--- config.mk ---
export PLATFORM = sky130hd
export DESIGN_NAME = relation_table_insert_lookup
export DESIGN_NICKNAME = d
export VERILOG_FILES = /design/src/rtil_pkg.sv /design/src/rtil_cell.sv /design/src/relation_table_insert_lookup.sv
export SDC_FILE = /design/constraint.sdc
export NUM_CORES = 2
export LEC_CHECK = 0
export BUFFER_PORTS_ARGS = -buffer_cell sky130_fd_sc_hd__buf_2
export CORE_MARGIN = 5
export CORE_UTILIZATION = 50
export CTS_CLUSTER_DIAMETER = 100
export CTS_CLUSTER_SIZE = 20
export DETAILED_ROUTE_END_ITERATION = 8
export PLACE_DENSITY = 0.66
export SYNTH_ARGS = -nofsm -noshare
export SYNTH_HDL_FRONTEND = slang
export SYNTH_SLANG_ARGS = --single-unit
--- constraint.sdc ---
create_clock -name clk -period 23.1 [get_ports clk]
set_input_delay 4.62 -clock clk [delete_from_list [all_inputs] [get_ports clk]]
set_output_delay 4.62 -clock clk [all_outputs]
set_load 0.1 [all_outputs]
--- src/rtil_pkg.sv ---
// Package for the relation table block: action and status codes and the
// token that travels down the row of table cells. No dependencies.
package rtil_pkg;

    localparam int ADDR_W = 48;
    localparam int ID_W   = 32;

    localparam logic ACT_ADD    = 1'b0;
    localparam logic ACT_LOOKUP = 1'b1;

    localparam logic [1:0] ST_OK        = 2'd0;
    localparam logic [1:0] ST_DUPLICATE = 2'd1;
    localparam logic [1:0] ST_FULL      = 2'd2;
    localparam logic [1:0] ST_NOT_FOUND = 2'd3;

    // One request in flight through the cell row, with what it has learned so far.
    typedef struct packed {
        logic              action;
        logic [ADDR_W-1:0] hw_address;
        logic [ID_W-1:0]   link_id;
        logic              hit;
        logic              appended;
        logic [ADDR_W-1:0] found_address;
    } rtil_token_t;

endpackage

--- src/rtil_cell.sv ---
// One table cell: holds a single address and identifier pair and passes the
// request token on to its neighbor in the next cycle. Depends on rtil_pkg.
module rtil_cell
    import rtil_pkg::*;
#(
    parameter int CELL_INDEX = 0,
    parameter int CNT_W      = 5
)
(
    input  logic             clk,
    input  logic             rst_n,
    input  logic [CNT_W-1:0] fill_count,
    input  logic             tok_valid_in,
    input  rtil_token_t      tok_in,
    output logic             tok_valid_out,
    output rtil_token_t      tok_out
);

    logic [ADDR_W-1:0] addr_reg;
    logic [ID_W-1:0]   id_reg;
    logic              valid_reg;
    rtil_token_t       tok_reg;
    rtil_token_t       tok_next;
    logic              write_en;
    logic              filled;
    logic              at_end;

    assign filled = CNT_W'(CELL_INDEX) < fill_count;
    assign at_end = CNT_W'(CELL_INDEX) == fill_count;

    // An entry at or past the fill count is never compared; the first empty
    // cell takes an add that found no duplicate in the cells before it.
    always_comb
    begin
        tok_next = tok_in;
        write_en = 1'b0;
        if (tok_valid_in && !tok_in.hit && !tok_in.appended)
        begin
            if (tok_in.action == ACT_ADD)
            begin
                if (filled && addr_reg == tok_in.hw_address)
                begin
                    tok_next.hit = 1'b1;
                end
                else if (at_end)
                begin
                    tok_next.appended = 1'b1;
                    write_en          = 1'b1;
                end
            end
            else if (filled && id_reg == tok_in.link_id)
            begin
                tok_next.hit           = 1'b1;
                tok_next.found_address = addr_reg;
            end
        end
    end

    always_ff @(posedge clk or negedge rst_n)
    begin
        if (!rst_n)
        begin
            valid_reg <= 1'b0;
        end
        else
        begin
            valid_reg <= tok_valid_in;
        end
    end

    always_ff @(posedge clk)
    begin
        tok_reg <= tok_next;
        if (write_en)
        begin
            addr_reg <= tok_in.hw_address;
            id_reg   <= tok_in.link_id;
        end
    end

    assign tok_valid_out = valid_reg;
    assign tok_out       = tok_reg;

endmodule

--- src/relation_table_insert_lookup.sv ---
// Top level of the relation table: a row of MAX_ENTRIES cells, the fill count
// and the result register. Depends on rtil_pkg and rtil_cell.
//
// Usage: an item is accepted at a rising edge where start is high and busy is
// low. The item carries action (add or lookup), hw_address and link_id.
// Exactly one result beat follows each item: done is high for one cycle while
// status and found_address hold the result. The receiver cannot stall, so the
// result must be captured in that cycle.
//
// The accepted request enters cell 0 at the accepting edge and moves one cell
// per clock down the row, each cell comparing it against the pair it holds.
// An add is written into the first empty cell, right after all filled cells
// have been checked for a duplicate address. A lookup picks up the address of
// the first cell whose identifier matches. After the last cell, the result
// register forms the status.
//
// Done rises and busy drops in the same cycle, so a new item can be accepted
// while done is high. One item is in flight at a time. Reset empties the table
// (fill count to zero) and clears busy and done; the stored pairs themselves
// are not cleared.
module relation_table_insert_lookup
    import rtil_pkg::*;
#(
    parameter int MAX_ENTRIES = 16
)
(
    input  logic              clk,
    input  logic              rst_n,
    input  logic              start,
    output logic              busy,
    input  logic              action,
    input  logic [ADDR_W-1:0] hw_address,
    input  logic [ID_W-1:0]   link_id,
    output logic              done,
    output logic [1:0]        status,
    output logic [ADDR_W-1:0] found_address
);

    localparam int CNT_W = $clog2(MAX_ENTRIES + 1);

    logic                  accept;
    logic                  busy_reg;
    logic                  busy_next;
    logic [CNT_W-1:0]      fill_count_reg;
    logic [CNT_W-1:0]      fill_count_next;
    logic                  done_reg;
    logic [1:0]            status_reg;
    logic [1:0]            status_next;
    logic [ADDR_W-1:0]     found_address_reg;
    logic                  chain_valid [MAX_ENTRIES+1];
    rtil_token_t           chain_tok   [MAX_ENTRIES+1];
    logic                  last_valid;
    rtil_token_t           last_tok;

    assign accept = start && !busy_reg;

    // The head of the row sees the request straight from the ports.
    assign chain_valid[0] = accept;
    assign chain_tok[0]   = '{action:        action,
                              hw_address:    hw_address,
                              link_id:       link_id,
                              hit:           1'b0,
                              appended:      1'b0,
                              found_address: '0};

    for (genvar g = 0; g < MAX_ENTRIES; g++)
    begin : g_cell
        rtil_cell #(
            .CELL_INDEX (g),
            .CNT_W      (CNT_W)
        ) u_cell (
            .clk           (clk),
            .rst_n         (rst_n),
            .fill_count    (fill_count_reg),
            .tok_valid_in  (chain_valid[g]),
            .tok_in        (chain_tok[g]),
            .tok_valid_out (chain_valid[g+1]),
            .tok_out       (chain_tok[g+1])
        );
    end

    assign last_valid = chain_valid[MAX_ENTRIES];
    assign last_tok   = chain_tok[MAX_ENTRIES];

    // Busy covers the whole trip through the row; the exit beat frees the block.
    always_comb
    begin
        busy_next = busy_reg;
        if (accept)
        begin
            busy_next = 1'b1;
        end
        else if (last_valid)
        begin
            busy_next = 1'b0;
        end
    end

    // The count moves only once the request leaves the row, so every cell saw
    // the same fill count while it passed.
    always_comb
    begin
        fill_count_next = fill_count_reg;
        if (last_valid && last_tok.action == ACT_ADD && last_tok.appended)
        begin
            fill_count_next = fill_count_reg + CNT_W'(1);
        end
    end

    // A duplicate outranks a full table, since the duplicate scan comes first.
    always_comb
    begin
        priority if (last_tok.action == ACT_ADD && last_tok.hit)
        begin
            status_next = ST_DUPLICATE;
        end
        else if (last_tok.action == ACT_ADD && !last_tok.appended)
        begin
            status_next = ST_FULL;
        end
        else if (last_tok.action == ACT_LOOKUP && !last_tok.hit)
        begin
            status_next = ST_NOT_FOUND;
        end
        else
        begin
            status_next = ST_OK;
        end
    end

    always_ff @(posedge clk or negedge rst_n)
    begin
        if (!rst_n)
        begin
            busy_reg       <= 1'b0;
            fill_count_reg <= '0;
            done_reg       <= 1'b0;
        end
        else
        begin
            busy_reg       <= busy_next;
            fill_count_reg <= fill_count_next;
            done_reg       <= last_valid;
        end
    end

    always_ff @(posedge clk)
    begin
        if (last_valid)
        begin
            status_reg        <= status_next;
            found_address_reg <= last_tok.found_address;
        end
    end

    assign busy          = busy_reg;
    assign done          = done_reg;
    assign status        = status_reg;
    assign found_address = found_address_reg;

endmodule

Word level (Yosys, flattened, before mapping)
Index checks and enable logic that the tools add are counted.
{ "word_totals": {"ff_bits": 3369, "in_bits": 84, "output_inout_bits": 52, "elab_cells": 522} }
{ "op_classes": {"add_sub_neg": 1, "magnitude_cmp": 16, "n_eq_ne": 47, "muxes": 206, "bitwise_logic": 1, "reduce_logical": 104} }
{ "op_table": {"columns": ["operator", "n"], "rows": [
  ["48-bit two-way mux", 30],
  ["48-bit equality test", 16],
  ["50-bit two-way mux", 15],
  ["32-bit equality test", 16],
  ["1-bit two-way mux", 159],
  ["1-bit logical AND", 68],
  ["4-bit by 5-bit equality test with 1-bit output, first input constant", 8],
  ["4-bit by 5-bit less-than comparator with 1-bit output, first input constant", 8],
  ["1-bit zero test", 33],
  ["3-bit by 5-bit equality test with 1-bit output, first input constant", 4],
  ["3-bit by 5-bit less-than comparator with 1-bit output, first input constant", 4],
  ["2-bit by 5-bit equality test with 1-bit output, first input constant", 2],
  ["1-bit by 5-bit less-than comparator with 1-bit output, first input constant", 2],
  ["2-bit by 5-bit less-than comparator with 1-bit output, first input constant", 2],
  ["5-bit by 1-bit adder with 5-bit output, second input constant", 1],
  ["1-bit by 5-bit equality test with 1-bit output, first input constant", 1],
  ["5-bit zero test", 1],
  ["2-bit two-way mux", 2],
  ["3-bit AND reduction", 1],
  ["2-bit nonzero test", 1],
  ["1-bit inverter", 1]
]} }

Depth between registers and ports, before layout
{ "logic_depth": {"depth_word": 5, "mapped_depth": 9, "ltp_nobuf": 5} }

Hierarchy
A second synthesis with hierarchy kept.
{ "unflattened": {"hier_cells": 6255, "hier_area_um2": 107529.4} }
{ "modules_own_cells": {"columns": ["mod", "n_inst", "cells_per_inst", "area_per_inst_um2"], "rows": [
  ["rtil_cell at g_cell[0].u_cell", 1, 395, 6715.2],
  ["rtil_cell at g_cell[12].u_cell", 1, 393, 6676.4],
  ["rtil_cell at g_cell[1].u_cell", 1, 391, 6667.6],
  ["rtil_cell at g_cell[9].u_cell", 1, 383, 6628.9],
  ["rtil_cell at g_cell[14].u_cell", 1, 397, 6627.6],
  ["rtil_cell at g_cell[5].u_cell", 1, 384, 6593.8],
  ["rtil_cell at g_cell[4].u_cell", 1, 386, 6590.1],
  ["rtil_cell at g_cell[10].u_cell", 1, 383, 6587.6],
  ["rtil_cell at g_cell[2].u_cell", 1, 384, 6587.6],
  ["rtil_cell at g_cell[11].u_cell", 1, 383, 6585.1],
  ["rtil_cell at g_cell[6].u_cell", 1, 384, 6585.1],
  ["rtil_cell at g_cell[3].u_cell", 1, 384, 6583.8],
  ["rtil_cell at g_cell[8].u_cell", 1, 383, 6583.8],
  ["rtil_cell at g_cell[13].u_cell", 1, 383, 6578.8],
  ["+3 rows", null, null, null]
]} }

Least setup slack after synthesis
Ideal clock, no wire load.
{ "synth_path": {"path_type": "reg-to-reg", "startpoint": "reg fill_count_reg[3]", "endpoint": "reg g_cell[11].u_cell.tok_reg (netlist bit g_cell[11].u_cell.tok_out[48])", "setup_ns": 0.109, "arrival_time_ns": 10.114, "required_time_ns": 22.991, "setup_slack_ns": 12.877, "stages_incl_launch_ff": 6, "n_path_buf": 1, "synth_period_minus_slack_ns": 10.223, "path_cell_list": "dfrtp_1 -> clkbuf_1 -> nor2b_1 -> nor2b_1 -> nor4b_1 -> or2_2"} }
{ "synth_lines": {"columns": ["element", "line", "text"], "rows": [
  ["from (decl)", "relation_table_insert_lookup.sv:44", "logic [CNT_W-1:0] fill_count_reg;"],
  ["from (signal assigned)", "relation_table_insert_lookup.sv:142", "fill_count_reg <= fill_count_next;"],
  ["to (signal assigned)", "rtil_cell.sv:73", "tok_reg <= tok_next;"],
  ["to (decl)", "rtil_cell.sv:22", "rtil_token_t tok_reg;"]
]} }

Worst setup path in the final report
{ "layout_path": {"startpoint": "in hw_address[46]", "endpoint": "reg g_cell[0].u_cell.addr_reg[37], enable pin"} }
{ "layout_via": {"elab_chain_len": 5} }
{ "layout_rtl": {"columns": ["element", "line", "text"], "rows": [
  ["from (decl)", "relation_table_insert_lookup.sv:32", "input logic [ADDR_W-1:0] hw_address,"],
  ["48-bit equality test", "rtil_cell.sv:41", "if (filled && addr_reg == tok_in.hw_address)"],
  ["1-bit logical AND", "rtil_cell.sv:41", null],
  ["1-bit two-way mux (2 in series)", null, null],
  ["1-bit two-way mux", "rtil_cell.sv:37", "if (tok_valid_in && !tok_in.hit && !tok_in.appended)"],
  ["net g_cell[0].u_cell.write_en", "rtil_cell.sv:24", "logic write_en;"],
  ["to (signal assigned)", "rtil_cell.sv:76", "addr_reg <= tok_in.hw_address;"],
  ["to (decl)", "rtil_cell.sv:19", "logic [ADDR_W-1:0] addr_reg;"]
]} }
The timed path passes the listed nets, and every way through them passes these cells.
A chain may end at the register's enable or synchronous reset.

==> impl_metrics.toml <==
[power_and_ir_drop]
ir_drop_mv = 0.07863
p_leak_nw = 41.88
p_per_area_nw_per_um2 = 86.59

[global_routing]
grt_overflow = 0
grt_max_degree = 82
antenna_found_initial = 4
grt_pass1_vias = 48180
grt_pass1_wl_mm = 319.9
groute.usage.overall_pct = 19.60

[finish]
instances_no_fill = 9407
syn2layout_area_growth_pct = 9.286
utilization_pct = 54.85
final_nets = 6530
drive_gt1_share_pct = 17.47
largest_reg_flops = 2016
num-fill-cells = 16350

[clocking]
cts-root-buf = "clkbuf_16"
cts_sinks = 3369
numCtsBuffers = 187
htree_num_levels = 4
insertion_delay_ps = 840
clockBufferDepth = 3
cts_tree = "built"
ctsResizeCount = 0
postCtsSetupBuffers = 0
clkTransAtPathRegs_ps = 80
cts_hold_buf = 0

[synthesis]
syn-instance-count = 6162
synth_flop_cell = "dfxtp_1"
syn-num-nets = 6249
syn_avg_cell_area_um2 = 17.04
syn_area_um2 = 105000
ys_types = 61
synth_sequential_area_ratio_pct = 77.04
post-synth-top-count-cell = "dfxtp_1"
ys_seq_elements = 3369
netlist_top_cells_count = "dfxtp_1, edfxtp_1, mux2_2"
async_reset_ff_share_pct = 0.6827
ys_top_cells_by_area = "dfxtp_1, edfxtp_1, mux2_2"
synth-edff-count = 1330
synth_top_area_cell = "dfxtp_1"
synth_top_area_share_pct = 38.45
yosysWarnings = 0

[setup_path]
reg2reg_slack_ps = 18840
cp_cell_sequence = "buf_2 > xor2_1 > nor4_1 > nand4_1 > nor4_1 > buf_4 > nor2_4 > buf_4"
cp_num_buf_inv = 3
crit_fanout = 49
critPathRequiredTime_ps = 23590
cp-start-kind = "primary input"
cp_slowest_cell = "nor4_1"
slowest_delay_ps = 910
arrival_ps = 7740
crit_path_end_kind = "flop"
path_class = "in2reg"
cp_top_family = "simple AND/OR/NAND/NOR gates"

[sta]
fin_skew_ps = 29.58
finalCritPeriodShare_pct = 31.39
hold_slack_ps = 367.4
timing.setup.tns_ps = 0
setup_violations = 0
rsz0062_at_grt = "false"
hold_viol_final = 0
worst_pin_slew_ps = 1232
clock.fmax_mhz = 137.9
maxSlewViolCount = 0
fin_crit_ps = 7252
max_slew_margin_pct = 16.80

[floorplanning]
die_x_um = 468.2
fp.coreArea_um2 = 209200
die_area_um2 = 219200
dieHeight_um = 468.2
num_io_pins = 136
start_util_pct = 50.19
fp-row-count = 168

[route]
post_drt_wl_per_cell_um = 22.82
detail-route-antenna-nets = 0
routed_via_density = 4.913
first_iter_violations = 3087
drt_wl_total_mm = 214.7
dr_total_vias = 46220
drc = 0
dr.pass1.iters = 4

[placed_design]
dpl.hpwl_mm = 161.1
dp.cells = 9059
finalWeightedCongestion = 0.8556
port_buffers = 135

[status]
status = "finished clean"

[flow_run]
maxCapViolations = 0

[hold_path]
min_path_type = "reg2reg"
-- through the flow --
step	power (mW)	setup slack (ps)	instance area (um2)
after floorplan	6.578	12880	105000
after global placement	6.688	15000	109200
after detailed placement	6.696	14940	109200
after CTS	10.02	15840	114700
after global routing	10.29	15980	114700
final	9.934	15850	114700
-- cell families (layout without fill, tap and decap cells) --
family / count (synthesis) / count (layout) / synth area share [%]
xor+xnor: 1256 / 1256 / 10.48
fa+ha+maj: 3 / 3 / 0.03576
mux: 721 / 721 / 7.838
flops: 3369 / 3369 / 77.04
compound gates: 66 / 66 / 0.4947
simple gates: 623 / 623 / 3.555
buf+inv: 124 / 558 / 0.5590
other cells: 0 / 6 / 0
-- layer usage --
| layer | global-route usage [%] | share of wire, % | up-vias |
|---|---|---|---|
| met5 | 0 | 0 | - |
| met4 | 5.566 | 2.8 | 0 |
| met3 | 2.595 | 2.9 | 256 |
| met2 | 35.10 | 52 | 659 |
| met1 | 24.95 | 42 | 22980 |
| li1 | - | - | 22320 |
-- power breakdown --
group | internal [mW] | switching [mW]
Combinational | 0.0707 | 0.0731
Sequential | 6.28 | 0.128
Clock | 1.56 | 1.83
Total | 7.91 | 2.03
-- cells in the final DEF, fill, tap and decap left out, types with 22 or more instances in the layout --
| master | instances |
|---|---|
| nand4_1 | 178 |
| clkbuf_16 | 189 |
| xor2_1 | 652 |
| and2_1 | 50 |
| dfxtp_1 | 2016 |
| clkbuf_1 | 137 |
| nor3_1 | 22 |
| nor2_1 | 30 |
| nand2_1 | 30 |
| xnor2_1 | 604 |
| nor4_1 | 190 |
| nand3_1 | 36 |
| buf_2 | 135 |
| buf_4 | 43 |
| dfrtp_1 | 22 |
| mux2_4 | 29 |
| mux2_2 | 687 |
| edfxtp_1 | 1330 |
| inv_1 | 38 |
-- path summary, 6_finish.rpt --
kind                                                             endpoint                             startpoint  cells past startpoint
worst min register to register      g_cell[6].u_cell.tok_out[130]$_DFF_P_  g_cell[5].u_cell.tok_out[130]$_DFF_P_                      0
max in group asynchronous       g_cell[15].u_cell.tok_valid_out$_DFF_PN0_                                  rst_n                      1
worst max-delay path              g_cell[0].u_cell.addr_reg[37]$_DFFE_PP_                         hw_address[46]                      8
worst min-delay path                g_cell[6].u_cell.tok_out[130]$_DFF_P_  g_cell[5].u_cell.tok_out[130]$_DFF_P_                      0
min in group asynchronous                                  done$_DFF_PN0_                                  rst_n                      1
worst max register to register   g_cell[10].u_cell.addr_reg[12]$_DFFE_PP_          fill_count_reg[1]$_DFFE_PN0P_                      6
-- worst reg2reg max path: stages, from the launching register on --
cell     delay (ps)
dfrtp_1         740
nand2_1         570
a21oi_1         820
nand3_1         220
nor4_2          730
nor2_4          350
buf_4           440
-- area by class of cell --
type | instances | area [um2] | share of cell area, %
inverter | 38 | 142.6 | 0.1243
timing repair buffer | 178 | 998.5 | 0.8703
clock buffer | 326 | 5244 | 4.571
multi-input combinational | 2669 | 23720 | 20.68
clock inverter | 16 | 221.5 | 0.1930
tap | 2805 | 3510 | 3.059
sequential | 3369 | 80870 | 70.49
antenna | 6 | 15.01 | 0.01309
(Power assumes the default switching activity.)
